[src/hw/rtl/sss_pkg.sv]
// Shared types, constants and codes for the seek/separation steering block.
// No dependencies; used by every module of the block.
`default_nettype none
package sss_pkg;

   localparam int MAX_NEIGHBOURS = 256;
   localparam int CNT_W          = 9;
   localparam logic [CNT_W-1:0] NB_CAP =
      CNT_W'((MAX_NEIGHBOURS < 511) ? MAX_NEIGHBOURS : 511);

   localparam int CFG_W = 31;

   localparam logic [CFG_W-1:0] RST_MAX_SPEED  = 31'd65536;
   localparam logic [CFG_W-1:0] RST_MAX_STEER  = 31'd32768;
   localparam logic [CFG_W-1:0] RST_MAX_SEP    = 31'd32768;
   localparam logic [CFG_W-1:0] RST_SEP_RADIUS = 31'd327680;

   localparam logic [5:0] DIV_STEPS_SCALE = 6'd31;
   localparam logic [5:0] DIV_STEPS_PUSH  = 6'd34;
   localparam logic [5:0] SQRT_STEPS      = 6'd32;

   typedef enum logic [1:0] {
      CSR_MAX_SPEED  = 2'd0,
      CSR_MAX_STEER  = 2'd1,
      CSR_MAX_SEP    = 2'd2,
      CSR_SEP_RADIUS = 2'd3
   } csr_index_type;

   typedef enum logic {
      OP_LOAD      = 1'b0,
      OP_NEIGHBOUR = 1'b1
   } op_type;

   typedef enum logic [1:0] {
      ALU_NONE,
      ALU_MUL,
      ALU_DIV,
      ALU_SQRT
   } alu_op_type;

   typedef enum logic [4:0] {
      ST_IDLE,
      ST_NB_CHK, ST_NB_SQ1, ST_NB_SQ2, ST_NB_CMP,
      ST_NB_DX, ST_NB_DXW, ST_NB_DYW, ST_NB_END,
      ST_EM_SEEK, ST_EM_SEEK_CL, ST_EM_SEEK_DONE,
      ST_EM_SEP, ST_EM_SEP_CL, ST_EM_SEP_DONE,
      ST_EM_VEL, ST_EM_OUT,
      ST_CL0, ST_CL1, ST_CL2, ST_CL3,
      ST_SC0, ST_SCN, ST_SC_SQ0, ST_SC_SQ1, ST_SC_SQ2,
      ST_SC_RT, ST_SC_RTW, ST_SC_DX, ST_SC_DXW, ST_SC_DY, ST_SC_DYW
   } state_type;

   typedef struct packed {
      alu_op_type  op;
      logic [63:0] opa;
      logic [62:0] opb;
      logic [5:0]  steps;
   } alu_cmd_type;

   typedef struct packed {
      logic        done;
      logic [61:0] prod;
      logic [33:0] quot;
   } alu_rsp_type;

   typedef struct packed {
      logic [CFG_W-1:0] max_speed;
      logic [CFG_W-1:0] max_steer_force;
      logic [CFG_W-1:0] max_separation_force;
      logic [CFG_W-1:0] separation_radius;
   } cfg_type;

   typedef struct packed {
      op_type             opcode;
      logic signed [31:0] pos_x;
      logic signed [31:0] pos_y;
      logic signed [31:0] vel_x;
      logic signed [31:0] vel_y;
      logic signed [31:0] target_x;
      logic signed [31:0] target_y;
      logic               final_item;
   } item_type;

   typedef struct packed {
      logic               valid;
      logic signed [31:0] new_vel_x;
      logic signed [31:0] new_vel_y;
      logic signed [31:0] new_pos_x;
      logic signed [31:0] new_pos_y;
      logic [CNT_W-1:0]   close_count;
   } emit_type;

endpackage
`default_nettype wire

[src/hw/rtl/sss_alu.sv]
// Shared arithmetic unit: 31x31 multiplier with a registered product, restoring divider and
// square root, one bit per cycle over a single subtractor. Uses sss_pkg.
`default_nettype none
module sss_alu (
   input  wire logic                clock,
   input  wire logic                reset,
   input  wire sss_pkg::alu_cmd_type cmd,
   output sss_pkg::alu_rsp_type     rsp
);

   sss_pkg::alu_op_type mode_ff, mode_in;
   logic [5:0]  cnt_ff, cnt_in;
   logic [62:0] rem_ff, rem_in;
   logic [63:0] num_ff, num_in;
   logic [62:0] den_ff, den_in;
   logic [33:0] q_ff, q_in;
   logic [61:0] prod_ff, prod_in;
   logic        done_ff, done_in;

   logic [63:0] sub_a, sub_b;
   logic [64:0] diff;
   logic        ge;

   always_comb begin
      sub_a = '0;
      sub_b = '0;
      case (mode_ff)
         sss_pkg::ALU_DIV: begin
            sub_a = {rem_ff, num_ff[63]};
            sub_b = {1'b0, den_ff};
         end
         sss_pkg::ALU_SQRT: begin
            sub_a = 64'({rem_ff[33:0], num_ff[63:62]});
            sub_b = 64'({q_ff[31:0], 2'b01});
         end
         default: begin
         end
      endcase
      diff = {1'b0, sub_a} - {1'b0, sub_b};
      ge   = ~diff[64];

      mode_in = mode_ff;
      cnt_in  = cnt_ff;
      rem_in  = rem_ff;
      num_in  = num_ff;
      den_in  = den_ff;
      q_in    = q_ff;
      prod_in = prod_ff;
      done_in = 1'b0;

      case (mode_ff)
         sss_pkg::ALU_DIV: begin
            rem_in = ge ? diff[62:0] : sub_a[62:0];
            q_in   = {q_ff[32:0], ge};
            num_in = {num_ff[62:0], 1'b0};
            cnt_in = cnt_ff - 6'd1;
            if (cnt_ff == 6'd1) begin
               done_in = 1'b1;
               mode_in = sss_pkg::ALU_NONE;
            end
         end
         sss_pkg::ALU_SQRT: begin
            rem_in = ge ? 63'(diff[35:0]) : 63'(sub_a[35:0]);
            q_in   = {q_ff[32:0], ge};
            num_in = {num_ff[61:0], 2'b00};
            cnt_in = cnt_ff - 6'd1;
            if (cnt_ff == 6'd1) begin
               done_in = 1'b1;
               mode_in = sss_pkg::ALU_NONE;
            end
         end
         default: begin
         end
      endcase

      case (cmd.op)
         sss_pkg::ALU_MUL: begin
            prod_in = 62'(cmd.opa[30:0]) * 62'(cmd.opb[30:0]);
         end
         sss_pkg::ALU_DIV: begin
            mode_in = sss_pkg::ALU_DIV;
            rem_in  = 63'(cmd.opa >> cmd.steps);
            num_in  = cmd.opa << (7'd64 - {1'b0, cmd.steps});
            den_in  = cmd.opb;
            q_in    = '0;
            cnt_in  = cmd.steps;
         end
         sss_pkg::ALU_SQRT: begin
            mode_in = sss_pkg::ALU_SQRT;
            rem_in  = '0;
            num_in  = cmd.opa;
            q_in    = '0;
            cnt_in  = sss_pkg::SQRT_STEPS;
         end
         default: begin
         end
      endcase
   end

   always_ff @(posedge clock) begin
      if (reset) begin
         mode_ff <= sss_pkg::ALU_NONE;
         done_ff <= 1'b0;
         cnt_ff  <= '0;
      end else begin
         mode_ff <= mode_in;
         done_ff <= done_in;
         cnt_ff  <= cnt_in;
      end
   end

   always_ff @(posedge clock) begin
      rem_ff  <= rem_in;
      num_ff  <= num_in;
      den_ff  <= den_in;
      q_ff    <= q_in;
      prod_ff <= prod_in;
   end

   assign rsp.done = done_ff;
   assign rsp.prod = prod_ff;
   assign rsp.quot = q_ff;

endmodule
`default_nettype wire

[config.mk]
export PLATFORM = sky130hd
export DESIGN_NAME = sss_alu
export DESIGN_NICKNAME = d
export VERILOG_FILES = /design/src/hw/rtl/sss_pkg.sv /design/src/hw/rtl/sss_alu.sv
export SDC_FILE = /design/constraint.sdc
export NUM_CORES = 2
export LEC_CHECK = 0
export ABC_AREA = 1
export BUFFER_PORTS_ARGS = -buffer_cell sky130_fd_sc_hd__buf_4
export CAP_MARGIN = 25
export CORE_MARGIN = 4
export CORE_UTILIZATION = 60
export CTS_CLUSTER_SIZE = 12
export DETAILED_ROUTE_END_ITERATION = 8
export GPL_TIMING_DRIVEN = 0
export PLACE_DENSITY_LB_ADDON = 0.05
export SETUP_SLACK_MARGIN = 0.15
export SYNTH_ARGS = -nofsm -noshare
export SYNTH_HDL_FRONTEND = slang
export SYNTH_SLANG_ARGS = --single-unit
export TNS_END_PERCENT = 1
[constraint.sdc]
create_clock -name clock -period 9.9 [get_ports clock]
set_input_delay 2.97 -clock clock [delete_from_list [all_inputs] [get_ports clock]]
set_output_delay 2.97 -clock clock [all_outputs]
set_load 0.005 [all_outputs]
==> metrics.md <==
| Metric | Value |
|---|---|
| Status | `finished with violations` |
| Failing checks | `design-rule violations` |
| Clock Sinks | `between 200 and 300` |
| Crit path max fanout | `10` |
| Fraction of the mapped netlist area in compound gates | `0.0709` |
| IO buf count | `199` |
| Worst-margin pin slew | `1.15 ns` |
| Final ANT Viol Nets | `0` |
| Min-delay worst type | `flop to flop` |
| First-pass GRT wire length | `about 400 mm` |
| Post-CTS Resized | `109` |
| Async set-reset flop share out of synthesis | `0` |
| Worst r2r dst | `rem_ff[59]` |
| Grt ovf | `0` |
| Total Routing Usage GR | `0.519` |
| Final min period | `between 9 and 10 ns` |
| CTS clock-pin slew for the worst setup and hold paths | `0.06 ns` |
| TritonCTS buffer count | `38` |
| Pins Over Slew Limit | `0` |
| Data required, critical path | `10.29 ns` |
| Width of the die | `~320 um` |
| # IOs | `between 200 and 250` |
| Clock Root Buffer | `clkbuf_16` |
| Reg2reg start | `mode_ff[0]` |
| Warnings from Yosys | `0` |
| Synth Instances | `8621` |
| Core area | `~98000 um2` |
| Final hold viol count | `0` |
| Yosys reg bits | `295` |
| Starting DRT DRC Count | `approximately 10000` |
| Yosys top cell area share | `0.282` |
| Largest family of logic cells by synthesized area | `adder cells` |
| Register area share after synthesis | `0.142` |
| Syn-to-layout area delta | `8.24%` |
| CP endpoint | `prod_ff[44]` |
| Post-synth top area cell | `fa_1` |
| CTS tree | `yes` |
| Number of synthesized flops with an enable pin | `around 250` |
| Layout cell share with drive strength beyond 1 | `0.0610` |
| Worst r2r path cells | `21` |
| WL final | `274 mm` |
| Filler cell count | `about 8600` |
| Synth Area in XOR/XNOR | `0.0115` |
| Critical path origin | `cmd[28]` |
| Critical Path AT | `just over 10 ns` |
| Storage cell area | `8430 um2` |
| Mean Syn Cell Area | `6.90 um2` |
| Max-slew headroom | `0.233` |
| Hold-fix buffers, CTS | `0` |
| Setup bufs post-CTS | `0` |
| R2R Setup Slk | `roughly 3.9 ns` |
| Maximum clock rate | `~100 MHz` |
| Unrepaired setup endpoints after global routing | `true` |
| Distinct cell type count after synthesis | `45` |
| DR vias | `~63000` |
| Remaining DRCs | `~110` |
| Worst hold path startpoint | `q_ff[33]` |
| Die Area | `between 100000 and 150000 um2` |
| Synth Area in Adders | `0.349` |
| Antenna violations before repair | `20` |
| Post-synthesis mux area share | `0.00993` |
| Dpl hpwl | `roughly 220 mm` |
| Vias in the first global route | `~61000` |
| Multi-input logic area | `between 40000 and 50000 um2` |
| Initial core utilization | `0.605` |
| Post-synthesis simple-gate area fraction | `0.260` |
| Netlist Area Pre-Place | `59500 um2` |
| Max Cap Violations | `0` |
| Top FF cell, synth | `edfxtp_1` |
| Avg WL per Cell | `roughly 27 um` |
| Pre-antenna DRT Iters | `9` |
| Total Nets Final | `about 10000` |
| Placer congestion estimate | `between 1 and 1.5` |
| Clock Latency Late Sink | `slightly above 0.6 ns` |
| Final period util | `0.997` |
| Vias/cell | `around 6` |
| Critical Path Sink Type | `flop` |
| Crit Path Class | `input pin to flop` |
| Synthesized Nets | `around 9900` |
| Clock buffer depth | `3` |
| Hold WS | `a little over 0.5 ns` |
| Die height | `323 um` |
| CTS H-Tree Depth | `2` |
| Largest net degree at the start of global routing | `69` |
| Crit start category | `input pin` |
| Dominant cells by area after synthesis | `fa_1 (28%), nand2_1 (17%), edfxtp_1 (13%)` |
| Setup Skew | `0.0281 ns` |
| Row Count | `between 100 and 150` |
| # setup viols final | `0` |
## cell type report
cell class                 instances  share of cell area
clock buffer                      48              0.0163
buffer                           438              0.0319
clock inverter                    21             0.00336
timing repair buffer             208              0.0255
antenna                           12            0.000466
sequential                       295               0.131
multi-input combinational       5871               0.649
tap                             1287              0.0250
inverter                        2017               0.118
## registers in the layout (all words and copies together), names as in the netlist
register	flops
cnt_ff	6
den_ff	63
done_ff	1
mode_ff	2
num_ff	64
prod_ff	62
q_ff	34
rem_ff	63
## synthesized netlist by cell type, types with 15 or more instances
master,count
a21oi_1,239
a22o_1,31
buf_1,74
buf_2,55
clkbuf_1,298
dfxtp_1,43
edfxtp_1,252
fa_1,838
ha_1,321
inv_1,2008
mux2i_1,59
nand2_1,2704
nand3_1,553
nand3b_1,38
nand4_1,42
nor2_1,413
nor3_1,29
o211ai_1,49
o21ai_0,317
o21bai_1,15
o22ai_1,48
or2_2,25
xnor2_1,30
xor2_1,46
## cells by family (layout without fill, tap and decap cells)
family	Yosys count	after routing
other	0	12
flip-flops	295	295
buffers and inverters	2455	2732
multiplexers	59	59
XOR/XNOR	77	77
AO/OA/AOI/OAI	750	750
adder cells (fa/ha/maj)	1159	1159
AND/OR/NAND/NOR	3826	3826
## cell usage in the layout (no fill, tap or decap), types with 8 or more instances in the layout
cell | netlist | final
ha_1 | 321 | 321
a21o_1 | 8 | 8
and2_1 | 8 | 8
buf_1 | 74 | 60
diode_2 | 0 | 12
nand3b_1 | 38 | 38
fa_1 | 838 | 838
dfxtp_1 | 43 | 43
clkbuf_1 | 298 | 157
inv_2 | 8 | 8
xnor2_1 | 30 | 30
nor3_1 | 29 | 28
nor2_1 | 413 | 410
buf_4 | 11 | 218
nand3_1 | 553 | 551
a21oi_1 | 239 | 236
edfxtp_1 | 252 | 252
nand2_1 | 2704 | 2704
buf_2 | 55 | 67
mux2i_1 | 59 | 59
clkbuf_2 | 0 | 110
a21boi_0 | 13 | 12
o21ai_0 | 317 | 316
inv_1 | 2008 | 2007
o22ai_1 | 48 | 48
a22o_1 | 31 | 31
xor2_1 | 46 | 46
clkbuf_16 | 0 | 39
clkbuf_4 | 0 | 29
o211ai_1 | 49 | 49
or2_2 | 25 | 25
nand4_1 | 42 | 42
o21bai_1 | 15 | 15
## per-stage QoR
step	utilization	area, um2	std cells	TNS [ns]	worst slack [ns]
2_1_floorplan	-	59500	8621	0	0.600
3_3_place_gp	0.636	62600	10107	-50.19	-1.17
3_5_place_dp	0.637	62700	10113	-38.71	-1.21
4_1_cts	0.652	64200	10182	0	0.0995
5_1_grt	0.654	64400	10188	-0.0381	-0.0381
6_report	0.654	64400	10197	0	0.0268
## layer usage
layer  track usage  share of wire  up-vias
met5             0        0.00033        -
met4         0.413           0.11       14
met3         0.195           0.16     1653
met2         0.754           0.41     5698
met1         0.619           0.33    29194
li1              -              -    26367
## critical path, cell delays in order
cell and delay (ns):
buf_4 0.18, buf_1 0.87, nand2_1 0.21, fa_1 0.58
inv_1 0.05, fa_1 0.48, fa_1 0.51, fa_1 0.61
fa_1 0.50, fa_1 0.56, fa_1 0.47, ha_1 0.30
ha_1 0.55, nand2_1 0.16, nor2_1 0.16, inv_1 0.10
nor2_1 0.23, inv_1 0.10, nor2_1 0.14, nand3_1 0.09
nand3_1 0.12, xor2_1 0.31
## worst min-delay path by stage
stage	depth (start not counted)	slack [ns]	to
5_1_grt	2	0.55	cnt_ff[5]
6_report	2	0.51	q_ff[33]
2_1_floorplan	2	0.47	cnt_ff[1]
3_5_place_dp	2	0.50	q_ff[33]
3_3_place_gp	2	0.48	q_ff[33]
4_1_cts	2	0.51	q_ff[33]
Power is left out: the tool's default activity adds up to more than one toggle a clock period on the data nets, which glitch-free logic cannot reach.
