### src/hw/rtl/sss_pkg.sv
// Shared types, constants and codes for the seek/separation steering block.
// No dependencies; used by every module of the block.
`default_nettype none
package sss_pkg;

   localparam int MAX_NEIGHBOURS = 256;
   localparam int CNT_W          = 9;
   localparam logic [CNT_W-1:0] NB_CAP =
      CNT_W'((MAX_NEIGHBOURS < 511) ? MAX_NEIGHBOURS : 511);

   localparam int CFG_W = 31;

   localparam logic [CFG_W-1:0] RST_MAX_SPEED  = 31'd65536;
   localparam logic [CFG_W-1:0] RST_MAX_STEER  = 31'd32768;
   localparam logic [CFG_W-1:0] RST_MAX_SEP    = 31'd32768;
   localparam logic [CFG_W-1:0] RST_SEP_RADIUS = 31'd327680;

   localparam logic [5:0] DIV_STEPS_SCALE = 6'd31;
   localparam logic [5:0] DIV_STEPS_PUSH  = 6'd34;
   localparam logic [5:0] SQRT_STEPS      = 6'd32;

   typedef enum logic [1:0] {
      CSR_MAX_SPEED  = 2'd0,
      CSR_MAX_STEER  = 2'd1,
      CSR_MAX_SEP    = 2'd2,
      CSR_SEP_RADIUS = 2'd3
   } csr_index_type;

   typedef enum logic {
      OP_LOAD      = 1'b0,
      OP_NEIGHBOUR = 1'b1
   } op_type;

   typedef enum logic [1:0] {
      ALU_NONE,
      ALU_MUL,
      ALU_DIV,
      ALU_SQRT
   } alu_op_type;

   typedef enum logic [4:0] {
      ST_IDLE,
      ST_NB_CHK, ST_NB_SQ1, ST_NB_SQ2, ST_NB_CMP,
      ST_NB_DX, ST_NB_DXW, ST_NB_DYW, ST_NB_END,
      ST_EM_SEEK, ST_EM_SEEK_CL, ST_EM_SEEK_DONE,
      ST_EM_SEP, ST_EM_SEP_CL, ST_EM_SEP_DONE,
      ST_EM_VEL, ST_EM_OUT,
      ST_CL0, ST_CL1, ST_CL2, ST_CL3,
      ST_SC0, ST_SCN, ST_SC_SQ0, ST_SC_SQ1, ST_SC_SQ2,
      ST_SC_RT, ST_SC_RTW, ST_SC_DX, ST_SC_DXW, ST_SC_DY, ST_SC_DYW
   } state_type;

   typedef struct packed {
      alu_op_type  op;
      logic [63:0] opa;
      logic [62:0] opb;
      logic [5:0]  steps;
   } alu_cmd_type;

   typedef struct packed {
      logic        done;
      logic [61:0] prod;
      logic [33:0] quot;
   } alu_rsp_type;

   typedef struct packed {
      logic [CFG_W-1:0] max_speed;
      logic [CFG_W-1:0] max_steer_force;
      logic [CFG_W-1:0] max_separation_force;
      logic [CFG_W-1:0] separation_radius;
   } cfg_type;

   typedef struct packed {
      op_type             opcode;
      logic signed [31:0] pos_x;
      logic signed [31:0] pos_y;
      logic signed [31:0] vel_x;
      logic signed [31:0] vel_y;
      logic signed [31:0] target_x;
      logic signed [31:0] target_y;
      logic               final_item;
   } item_type;

   typedef struct packed {
      logic               valid;
      logic signed [31:0] new_vel_x;
      logic signed [31:0] new_vel_y;
      logic signed [31:0] new_pos_x;
      logic signed [31:0] new_pos_y;
      logic [CNT_W-1:0]   close_count;
   } emit_type;

endpackage
`default_nettype wire

### src/hw/rtl/sss_seq.sv
// Sequencer and agent state: neighbour push accumulation, seek, separation
// and speed limiting, all through the shared unit sss_alu. Uses sss_pkg.
`default_nettype none
module sss_seq (
   input  wire logic                 clock,
   input  wire logic                 reset,
   input  wire logic                 start,
   input  wire sss_pkg::item_type    item,
   input  wire sss_pkg::cfg_type     cfg,
   input  wire logic                 out_free,
   output logic                      idle,
   output sss_pkg::emit_type         emit,
   output sss_pkg::alu_cmd_type      alu_cmd,
   input  wire sss_pkg::alu_rsp_type alu_rsp
);

   sss_pkg::state_type state_ff, state_in, ret_ff, ret_in;

   logic [31:0] pos_x_ff, pos_x_in, pos_y_ff, pos_y_in;
   logic [31:0] vel_x_ff, vel_x_in, vel_y_ff, vel_y_in;
   logic [31:0] wp_x_ff, wp_x_in, wp_y_ff, wp_y_in;
   logic [47:0] sum_x_ff, sum_x_in, sum_y_ff, sum_y_in;
   logic [sss_pkg::CNT_W-1:0] cnt_ff, cnt_in;

   logic [31:0] nb_x_ff, nb_x_in, nb_y_ff, nb_y_in;
   logic        fin_ff, fin_in;
   logic [48:0] vx_ff, vx_in, vy_ff, vy_in;
   logic [47:0] ax_ff, ax_in, ay_ff, ay_in;
   logic [62:0] acc_ff, acc_in;
   logic [31:0] len_ff, len_in;
   logic [30:0] qx_ff, qx_in;
   logic [30:0] lim_ff, lim_in;
   logic [31:0] seek_x_ff, seek_x_in, seek_y_ff, seek_y_in;
   logic [31:0] sep_x_ff, sep_x_in, sep_y_ff, sep_y_in;

   logic [32:0] dx, dy, adx, ady;
   logic [48:0] mvx, mvy, sx, sy, nvx49, npx49, npy49;
   logic [47:0] mx;
   logic [31:0] nvx, nvy;

   function automatic logic [48:0] mag49(input logic [48:0] v);
      return v[48] ? (49'd0 - v) : v;
   endfunction

   function automatic logic [32:0] mag33(input logic [32:0] v);
      return v[32] ? (33'd0 - v) : v;
   endfunction

   function automatic logic [31:0] sat32(input logic [48:0] v);
      if (!v[48] && (|v[47:31])) return 32'h7FFF_FFFF;
      if (v[48] && !(&v[47:31])) return 32'h8000_0000;
      return v[31:0];
   endfunction

   function automatic logic [47:0] sat48(input logic [48:0] v);
      if (v[48:47] == 2'b01) return 48'h7FFF_FFFF_FFFF;
      if (v[48:47] == 2'b10) return 48'h8000_0000_0000;
      return v[47:0];
   endfunction

   function automatic logic [48:0] sext32(input logic [31:0] v);
      return {{17{v[31]}}, v};
   endfunction

   always_comb begin
      state_in  = state_ff;
      ret_in    = ret_ff;
      pos_x_in  = pos_x_ff;
      pos_y_in  = pos_y_ff;
      vel_x_in  = vel_x_ff;
      vel_y_in  = vel_y_ff;
      wp_x_in   = wp_x_ff;
      wp_y_in   = wp_y_ff;
      sum_x_in  = sum_x_ff;
      sum_y_in  = sum_y_ff;
      cnt_in    = cnt_ff;
      nb_x_in   = nb_x_ff;
      nb_y_in   = nb_y_ff;
      fin_in    = fin_ff;
      vx_in     = vx_ff;
      vy_in     = vy_ff;
      ax_in     = ax_ff;
      ay_in     = ay_ff;
      acc_in    = acc_ff;
      len_in    = len_ff;
      qx_in     = qx_ff;
      lim_in    = lim_ff;
      seek_x_in = seek_x_ff;
      seek_y_in = seek_y_ff;
      sep_x_in  = sep_x_ff;
      sep_y_in  = sep_y_ff;

      alu_cmd.op    = sss_pkg::ALU_NONE;
      alu_cmd.opa   = '0;
      alu_cmd.opb   = '0;
      alu_cmd.steps = '0;

      dx   = {pos_x_ff[31], pos_x_ff} - {nb_x_ff[31], nb_x_ff};
      dy   = {pos_y_ff[31], pos_y_ff} - {nb_y_ff[31], nb_y_ff};
      adx  = mag33(dx);
      ady  = mag33(dy);
      mvx  = mag49(vx_ff);
      mvy  = mag49(vy_ff);
      mx   = (ax_ff > ay_ff) ? ax_ff : ay_ff;
      sx   = sext32(sum_x_ff[47:0] == 48'd0 ? 32'd0 : 32'd0);
      sy   = sx;
      nvx  = sat32(vx_ff);
      nvy  = sat32(vy_ff);
      nvx49 = sext32(nvx);
      npx49 = sext32(pos_x_ff) + nvx49;
      npy49 = sext32(pos_y_ff) + sext32(nvy);

      emit.valid       = 1'b0;
      emit.new_vel_x   = nvx;
      emit.new_vel_y   = nvy;
      emit.new_pos_x   = sat32(npx49);
      emit.new_pos_y   = sat32(npy49);
      emit.close_count = cnt_ff;

      case (state_ff)
         sss_pkg::ST_IDLE: begin
            if (start) begin
               fin_in = item.final_item;
               if (item.opcode == sss_pkg::OP_LOAD) begin
                  pos_x_in = item.pos_x;
                  pos_y_in = item.pos_y;
                  vel_x_in = item.vel_x;
                  vel_y_in = item.vel_y;
                  wp_x_in  = item.target_x;
                  wp_y_in  = item.target_y;
                  sum_x_in = '0;
                  sum_y_in = '0;
                  cnt_in   = '0;
                  if (item.final_item) state_in = sss_pkg::ST_EM_SEEK;
               end else begin
                  nb_x_in  = item.pos_x;
                  nb_y_in  = item.pos_y;
                  state_in = sss_pkg::ST_NB_CHK;
               end
            end
         end

         sss_pkg::ST_NB_CHK: begin
            vx_in = {{16{dx[32]}}, dx};
            vy_in = {{16{dy[32]}}, dy};
            ax_in = 48'(adx);
            ay_in = 48'(ady);
            alu_cmd.op  = sss_pkg::ALU_MUL;
            alu_cmd.opa = 64'(adx[30:0]);
            alu_cmd.opb = 63'(adx[30:0]);
            if (cnt_ff >= sss_pkg::NB_CAP ||
                adx >= {2'b00, cfg.separation_radius} ||
                ady >= {2'b00, cfg.separation_radius}) begin
               state_in = sss_pkg::ST_NB_END;
            end else begin
               state_in = sss_pkg::ST_NB_SQ1;
            end
         end

         sss_pkg::ST_NB_SQ1: begin
            acc_in      = 63'(alu_rsp.prod);
            alu_cmd.op  = sss_pkg::ALU_MUL;
            alu_cmd.opa = 64'(ay_ff[30:0]);
            alu_cmd.opb = 63'(ay_ff[30:0]);
            state_in    = sss_pkg::ST_NB_SQ2;
         end

         sss_pkg::ST_NB_SQ2: begin
            acc_in      = acc_ff + 63'(alu_rsp.prod);
            alu_cmd.op  = sss_pkg::ALU_MUL;
            alu_cmd.opa = 64'(cfg.separation_radius);
            alu_cmd.opb = 63'(cfg.separation_radius);
            state_in    = sss_pkg::ST_NB_CMP;
         end

         sss_pkg::ST_NB_CMP: begin
            if (acc_ff == 63'd0 || acc_ff >= 63'(alu_rsp.prod)) begin
               state_in = sss_pkg::ST_NB_END;
            end else begin
               state_in = sss_pkg::ST_NB_DX;
            end
         end

         sss_pkg::ST_NB_DX: begin
            alu_cmd.op    = sss_pkg::ALU_DIV;
            alu_cmd.opa   = {ax_ff[31:0], 32'd0} + 64'(acc_ff[62:1]);
            alu_cmd.opb   = acc_ff;
            alu_cmd.steps = sss_pkg::DIV_STEPS_PUSH;
            state_in      = sss_pkg::ST_NB_DXW;
         end

         sss_pkg::ST_NB_DXW: begin
            if (alu_rsp.done) begin
               sum_x_in = sat48({sum_x_ff[47], sum_x_ff} + (vx_ff[48] ?
                          (49'd0 - 49'(alu_rsp.quot)) : 49'(alu_rsp.quot)));
               alu_cmd.op    = sss_pkg::ALU_DIV;
               alu_cmd.opa   = {ay_ff[31:0], 32'd0} + 64'(acc_ff[62:1]);
               alu_cmd.opb   = acc_ff;
               alu_cmd.steps = sss_pkg::DIV_STEPS_PUSH;
               state_in      = sss_pkg::ST_NB_DYW;
            end
         end

         sss_pkg::ST_NB_DYW: begin
            if (alu_rsp.done) begin
               sum_y_in = sat48({sum_y_ff[47], sum_y_ff} + (vy_ff[48] ?
                          (49'd0 - 49'(alu_rsp.quot)) : 49'(alu_rsp.quot)));
               cnt_in   = cnt_ff + 1'b1;
               state_in = sss_pkg::ST_NB_END;
            end
         end

         sss_pkg::ST_NB_END: begin
            state_in = fin_ff ? sss_pkg::ST_EM_SEEK : sss_pkg::ST_IDLE;
         end

         sss_pkg::ST_EM_SEEK: begin
            if (pos_x_ff != wp_x_ff || pos_y_ff != wp_y_ff) begin
               vx_in    = sext32(wp_x_ff) - sext32(pos_x_ff);
               vy_in    = sext32(wp_y_ff) - sext32(pos_y_ff);
               lim_in   = cfg.max_speed;
               ret_in   = sss_pkg::ST_EM_SEEK_CL;
               state_in = sss_pkg::ST_SC0;
            end else begin
               seek_x_in = '0;
               seek_y_in = '0;
               state_in  = sss_pkg::ST_EM_SEP;
            end
         end

         sss_pkg::ST_EM_SEEK_CL: begin
            vx_in    = vx_ff - sext32(vel_x_ff);
            vy_in    = vy_ff - sext32(vel_y_ff);
            lim_in   = cfg.max_steer_force;
            ret_in   = sss_pkg::ST_EM_SEEK_DONE;
            state_in = sss_pkg::ST_CL0;
         end

         sss_pkg::ST_EM_SEEK_DONE: begin
            seek_x_in = vx_ff[31:0];
            seek_y_in = vy_ff[31:0];
            state_in  = sss_pkg::ST_EM_SEP;
         end

         sss_pkg::ST_EM_SEP: begin
            if (sum_x_ff != 48'd0 || sum_y_ff != 48'd0) begin
               vx_in    = {sum_x_ff[47], sum_x_ff};
               vy_in    = {sum_y_ff[47], sum_y_ff};
               lim_in   = cfg.max_speed;
               ret_in   = sss_pkg::ST_EM_SEP_CL;
               state_in = sss_pkg::ST_SC0;
            end else begin
               sep_x_in = sx[31:0];
               sep_y_in = sy[31:0];
               state_in = sss_pkg::ST_EM_VEL;
            end
         end

         sss_pkg::ST_EM_SEP_CL: begin
            vx_in    = vx_ff - sext32(vel_x_ff);
            vy_in    = vy_ff - sext32(vel_y_ff);
            lim_in   = cfg.max_separation_force;
            ret_in   = sss_pkg::ST_EM_SEP_DONE;
            state_in = sss_pkg::ST_CL0;
         end

         sss_pkg::ST_EM_SEP_DONE: begin
            sep_x_in = vx_ff[31:0];
            sep_y_in = vy_ff[31:0];
            state_in = sss_pkg::ST_EM_VEL;
         end

         sss_pkg::ST_EM_VEL: begin
            vx_in    = sext32(vel_x_ff) + sext32(seek_x_ff) + sext32(sep_x_ff);
            vy_in    = sext32(vel_y_ff) + sext32(seek_y_ff) + sext32(sep_y_ff);
            lim_in   = cfg.max_speed;
            ret_in   = sss_pkg::ST_EM_OUT;
            state_in = sss_pkg::ST_CL0;
         end

         sss_pkg::ST_EM_OUT: begin
            emit.valid = 1'b1;
            if (out_free) begin
               pos_x_in = emit.new_pos_x;
               pos_y_in = emit.new_pos_y;
               vel_x_in = nvx;
               vel_y_in = nvy;
               sum_x_in = '0;
               sum_y_in = '0;
               cnt_in   = '0;
               state_in = sss_pkg::ST_IDLE;
            end
         end

         sss_pkg::ST_CL0: begin
            ax_in       = mvx[47:0];
            ay_in       = mvy[47:0];
            alu_cmd.op  = sss_pkg::ALU_MUL;
            alu_cmd.opa = 64'(mvx[30:0]);
            alu_cmd.opb = 63'(mvx[30:0]);
            if (mvx > 49'(lim_ff) || mvy > 49'(lim_ff)) begin
               state_in = sss_pkg::ST_SC0;
            end else begin
               state_in = sss_pkg::ST_CL1;
            end
         end

         sss_pkg::ST_CL1: begin
            acc_in      = 63'(alu_rsp.prod);
            alu_cmd.op  = sss_pkg::ALU_MUL;
            alu_cmd.opa = 64'(ay_ff[30:0]);
            alu_cmd.opb = 63'(ay_ff[30:0]);
            state_in    = sss_pkg::ST_CL2;
         end

         sss_pkg::ST_CL2: begin
            acc_in      = acc_ff + 63'(alu_rsp.prod);
            alu_cmd.op  = sss_pkg::ALU_MUL;
            alu_cmd.opa = 64'(lim_ff);
            alu_cmd.opb = 63'(lim_ff);
            state_in    = sss_pkg::ST_CL3;
         end

         sss_pkg::ST_CL3: begin
            state_in = (acc_ff > 63'(alu_rsp.prod)) ? sss_pkg::ST_SC0 : ret_ff;
         end

         sss_pkg::ST_SC0: begin
            ax_in = mvx[47:0];
            ay_in = mvy[47:0];
            if (mvx == 49'd0 && mvy == 49'd0) begin
               vx_in    = '0;
               vy_in    = '0;
               state_in = ret_ff;
            end else begin
               state_in = sss_pkg::ST_SCN;
            end
         end

         sss_pkg::ST_SCN: begin
            if (|mx[47:31]) begin
               ax_in = {1'b0, ax_ff[47:1]};
               ay_in = {1'b0, ay_ff[47:1]};
            end else if (!mx[30]) begin
               ax_in = {ax_ff[46:0], 1'b0};
               ay_in = {ay_ff[46:0], 1'b0};
            end else begin
               state_in = sss_pkg::ST_SC_SQ0;
            end
         end

         sss_pkg::ST_SC_SQ0: begin
            alu_cmd.op  = sss_pkg::ALU_MUL;
            alu_cmd.opa = 64'(ax_ff[30:0]);
            alu_cmd.opb = 63'(ax_ff[30:0]);
            state_in    = sss_pkg::ST_SC_SQ1;
         end

         sss_pkg::ST_SC_SQ1: begin
            acc_in      = 63'(alu_rsp.prod);
            alu_cmd.op  = sss_pkg::ALU_MUL;
            alu_cmd.opa = 64'(ay_ff[30:0]);
            alu_cmd.opb = 63'(ay_ff[30:0]);
            state_in    = sss_pkg::ST_SC_SQ2;
         end

         sss_pkg::ST_SC_SQ2: begin
            acc_in   = acc_ff + 63'(alu_rsp.prod);
            state_in = sss_pkg::ST_SC_RT;
         end

         sss_pkg::ST_SC_RT: begin
            alu_cmd.op  = sss_pkg::ALU_SQRT;
            alu_cmd.opa = 64'(acc_ff);
            state_in    = sss_pkg::ST_SC_RTW;
         end

         sss_pkg::ST_SC_RTW: begin
            if (alu_rsp.done) begin
               len_in      = alu_rsp.quot[31:0];
               alu_cmd.op  = sss_pkg::ALU_MUL;
               alu_cmd.opa = 64'(ax_ff[30:0]);
               alu_cmd.opb = 63'(lim_ff);
               state_in    = sss_pkg::ST_SC_DX;
            end
         end

         sss_pkg::ST_SC_DX: begin
            alu_cmd.op    = sss_pkg::ALU_DIV;
            alu_cmd.opa   = 64'(alu_rsp.prod) + 64'(len_ff[31:1]);
            alu_cmd.opb   = 63'(len_ff);
            alu_cmd.steps = sss_pkg::DIV_STEPS_SCALE;
            state_in      = sss_pkg::ST_SC_DXW;
         end

         sss_pkg::ST_SC_DXW: begin
            if (alu_rsp.done) begin
               qx_in       = alu_rsp.quot[30:0];
               alu_cmd.op  = sss_pkg::ALU_MUL;
               alu_cmd.opa = 64'(ay_ff[30:0]);
               alu_cmd.opb = 63'(lim_ff);
               state_in    = sss_pkg::ST_SC_DY;
            end
         end

         sss_pkg::ST_SC_DY: begin
            alu_cmd.op    = sss_pkg::ALU_DIV;
            alu_cmd.opa   = 64'(alu_rsp.prod) + 64'(len_ff[31:1]);
            alu_cmd.opb   = 63'(len_ff);
            alu_cmd.steps = sss_pkg::DIV_STEPS_SCALE;
            state_in      = sss_pkg::ST_SC_DYW;
         end

         sss_pkg::ST_SC_DYW: begin
            if (alu_rsp.done) begin
               vx_in = vx_ff[48] ? (49'd0 - 49'(qx_ff)) : 49'(qx_ff);
               vy_in = vy_ff[48] ? (49'd0 - 49'(alu_rsp.quot[30:0]))
                                 : 49'(alu_rsp.quot[30:0]);
               state_in = ret_ff;
            end
         end

         default: begin
            state_in = sss_pkg::ST_IDLE;
         end
      endcase
   end

   assign idle = (state_ff == sss_pkg::ST_IDLE);

   always_ff @(posedge clock) begin
      if (reset) begin
         state_ff <= sss_pkg::ST_IDLE;
         ret_ff   <= sss_pkg::ST_IDLE;
         pos_x_ff <= '0;
         pos_y_ff <= '0;
         vel_x_ff <= '0;
         vel_y_ff <= '0;
         wp_x_ff  <= '0;
         wp_y_ff  <= '0;
         sum_x_ff <= '0;
         sum_y_ff <= '0;
         cnt_ff   <= '0;
      end else begin
         state_ff <= state_in;
         ret_ff   <= ret_in;
         pos_x_ff <= pos_x_in;
         pos_y_ff <= pos_y_in;
         vel_x_ff <= vel_x_in;
         vel_y_ff <= vel_y_in;
         wp_x_ff  <= wp_x_in;
         wp_y_ff  <= wp_y_in;
         sum_x_ff <= sum_x_in;
         sum_y_ff <= sum_y_in;
         cnt_ff   <= cnt_in;
      end
   end

   always_ff @(posedge clock) begin
      nb_x_ff   <= nb_x_in;
      nb_y_ff   <= nb_y_in;
      fin_ff    <= fin_in;
      vx_ff     <= vx_in;
      vy_ff     <= vy_in;
      ax_ff     <= ax_in;
      ay_ff     <= ay_in;
      acc_ff    <= acc_in;
      len_ff    <= len_in;
      qx_ff     <= qx_in;
      lim_ff    <= lim_in;
      seek_x_ff <= seek_x_in;
      seek_y_ff <= seek_y_in;
      sep_x_ff  <= sep_x_in;
      sep_y_ff  <= sep_y_in;
   end

endmodule
`default_nettype wire

### config.mk
export PLATFORM = sky130hd
export DESIGN_NAME = sss_seq
export DESIGN_NICKNAME = d
export VERILOG_FILES = /design/src/hw/rtl/sss_pkg.sv /design/src/hw/rtl/sss_seq.sv
export SDC_FILE = /design/constraint.sdc
export NUM_CORES = 2
export LEC_CHECK = 0
export ABC_AREA = 1
export BUFFER_PORTS_ARGS = -buffer_cell sky130_fd_sc_hd__clkbuf_2
export CAP_MARGIN = 20
export CORE_MARGIN = 3
export CORE_UTILIZATION = 29
export CTS_CLUSTER_SIZE = 10
export DETAILED_ROUTE_END_ITERATION = 7
export PLACE_DENSITY = 0.43
export SLEW_MARGIN = 20
export SYNTH_ARGS = -nofsm -noshare
export SYNTH_HDL_FRONTEND = slang
export SYNTH_SLANG_ARGS = --single-unit
### constraint.sdc
create_clock -name clock -period 8.3 [get_ports clock]
set_clock_uncertainty 0.15 [all_clocks]
set_input_delay 0.83 -clock clock [delete_from_list [all_inputs] [get_ports clock]]
set_output_delay 0.83 -clock clock [all_outputs]
set_load 0.01 [all_outputs]
==> run summary <==
Final min period: 7.556 ns
nets@finish: 16.37k
Slew @ Worst Pin: 1.331 ns
routed wire length: 587.7 mm
Total GRT Usage: 34.15%
Synth Net Count: 15.67k
Worst EP required: 7.32 ns
worst min path class: in -> reg
Leakage: 49.82 nW
CTS resizes: 0
crit path max fanout: 17
core area: 319300 sq um
IO Pins: 693
DR vias: 106.7k
post-synthesis mux area share: 0%
largest net degree at the start of global routing: 136
worst-skew pair later-pin latency: 0.91 ns
Synth Warn #: 0
IO buf count: 692
Longest Clk Path Bufs: 4
Power Dens Cells: 466.4 nW/um^2
clock group share of total power: 12.2%
Mean Syn Cell Area: 6.526 sq um
EDFF count, synth: 544
Synth Cell Area: 93500 sq um
sequential power share: 15.7%
period utilisation layout: 91.04%
Initial Util: 29.28%
max_cap viols: 0
share of cells above drive strength 1: 9.415%
Comb power frac: 72.1%
die height: 573.8 microns
Final ANT Viol Nets: 0
setup ws final: 0.7435 ns
Setup-failing EPs final: 0
Post-Synth Simple-Gate Area: 28.42%
area grow syn2layout: 15.02%
CTS tree: yes
drc violations: 0
post-synthesis sequential area ratio: 24.04%
CTS sink cnt: 851
Yosys cell types: 81
Post-CTS Hold Buffers: 42
largest family of logic cells by synthesized area: simple AND/OR/NAND/NOR gates
VDD IR max: 0.4070 mV
Yosys reg bits: 851
initial antenna violation count: 56
Congestion Overflow GR: 0
setup_tns: 0 ns
CP arrival: 6.58 ns
Max Fclk: 132.3 MHz
adder-cell share of the synthesized area: 13.02%
switching power: 30.59 mW
sw frac: 60.98%
DP Area: 102600 sq um
status: completed
Top FF cell, synth: edfxtp_1
Hold WS: 0.03016 ns
xor-xnor portion of the synthesized cell area: 3.291%
Place WS: 1.412 ns
crit end category: primary output
vias in the first global route: 100.7k
RSZ-0062 raised after global routing: no
Reg clk slew, reported paths: 0.06 ns
clock root buffer: clkbuf_16
startpoint types: flop
ys async rst share: 0%
Post-CTS Setup Inserts: 0
die area: 329300 sq um
Vias per Instance: 5.490
Int Pwr: 19.57 mW
# rows: 207
Synth Area in Compound Gates: 21.01%
critical path class: reg -> out
DP Wirelength: 493.5 mm
Slew headroom: 10.31%
routed wire length per instance: 30.24 microns
RePlAce Congestion: 1.064
cell area after layout: 107500 sq um
Hold Vio Cnt, Final: 0
pins over their slew limit: 0
leading cell type in the layout, fill and taps excluded: nand2_1
Filler cells: 35.69k
drt first-iter violations: 12.26k
first-pass GRT wire length: 801.0 mm
Die W: 573.8 microns
clock buffer count from CTS: 134
Post-Syn Instances: 14.33k
CTS H-Tree Depth: 4
most frequent cells in the layout: 3173 x nand2_1, 2072 x inv_1, 1590 x nor2_1
Initial DRT Pass Iterations: 8
## cell families after synthesis
kind of cell             count (synthesis)
buffers and inverters                 2502
adder cells (fa/ha/maj)                925
flip-flops                             851
AND/OR/NAND/NOR                       6287
AO/OA/AOI/OAI                         3414
XOR/XNOR                               347
## metrics by stage
step	util, %	power (mW)	instances
2_1_floorplan	-	27.52	14330
3_3_place_gp	32.11	43.23	19130
3_5_place_dp	32.12	42.93	19130
4_1_cts	33.65	49.22	19410
5_1_grt	33.67	53.12	19420
6_report	33.68	50.16	19430
## worst max-delay path, stage by stage (launching register included)
cell	delay, ns
edfxtp_1	0.51
nor2_1	0.23
nand3_1	0.15
nor2_1	0.13
nand2_1	0.10
o21ai_2	0.80
buf_4	0.31
a21oi_1	0.08
buf_4	0.18
ha_1	0.33
a21oi_1	0.14
nand2_1	0.09
a21oi_1	0.25
o21ai_2	0.12
a21boi_1	0.50
o21ai_1	0.22
nand2_1	0.09
nand2_1	0.09
xor2_1	0.15
nand2_1	0.53
inv_1	0.15
o21ai_0	0.28
inv_1	0.06
clkbuf_2	0.13
## power by group through the flow
stage	logic, mW	clock network (mW)	registers (mW)
floorplan	20.7	0	6.83
global placement	35.4	0	7.87
detailed placement	35.1	0	7.87
CTS	35.2	6.18	7.79
global route	38.9	6.32	7.89
finish	36.2	6.10	7.90
## metal layers
metal,track usage [%],vias to the layer above,part of all wire (%)
met5,0,-,0.033
met4,19.27,26,6.6
met3,5.494,920,7.4
met2,53.76,4740,44
met1,44.35,51170,42
li1,-,49840,-
## registers in the layout, indices dropped and copies added (netlist names), 48 cells and up
name      count
sum_x_ff     48
sum_y_ff     48
vy_ff        49
ax_ff        48
acc_ff       63
ay_ff        48
vx_ff        49
## area by class of cell
class / count / area, sq um / share of cell area (%)
antenna: 26 / 65.06 / 0.06050
clock buffer: 183 / 3744 / 3.481
clock inverter: 56 / 715.7 / 0.6655
inverter: 2117 / 7956 / 7.398
multi-input combinational: 10970 / 61690 / 57.36
sequential: 851 / 22480 / 20.91
tap: 4284 / 5360 / 4.984
timing repair buffer: 944 / 5532 / 5.144
## path summary, 6_finish.rpt
check,startpoint,to,slack (ns),depth (start not counted)
worst min-delay path,item[174],nb_x_ff[13],0.03,1
worst min register to register,cnt_ff[6],cnt_ff[7],0.34,2
worst max-delay path,vy_ff[31],emit[10],0.74,23
worst max register to register,ay_ff[15],ax_ff[8],1.41,15
## synthesized netlist by cell type, types with 87 or more instances
cell type	n	area share, %
xor2_1	255	2.4
nand4_1	228	1.5
nand3_1	716	3.8
dfxtp_1	307	6.6
edfxtp_1	544	17
nand2_1	3178	13
or2_2	100	0.67
a21oi_1	1425	7.6
nor2_1	1605	6.4
xnor2_1	87	0.81
o21bai_1	87	0.70
a31oi_1	164	1.1
clkbuf_1	274	1.1
nor3_1	173	0.93
o2111ai_1	103	0.96
a221oi_1	89	0.83
inv_1	2081	8.4
nor4_1	92	0.62
o21ai_0	973	5.2
ha_1	845	11
(Power assumes the default switching activity.)
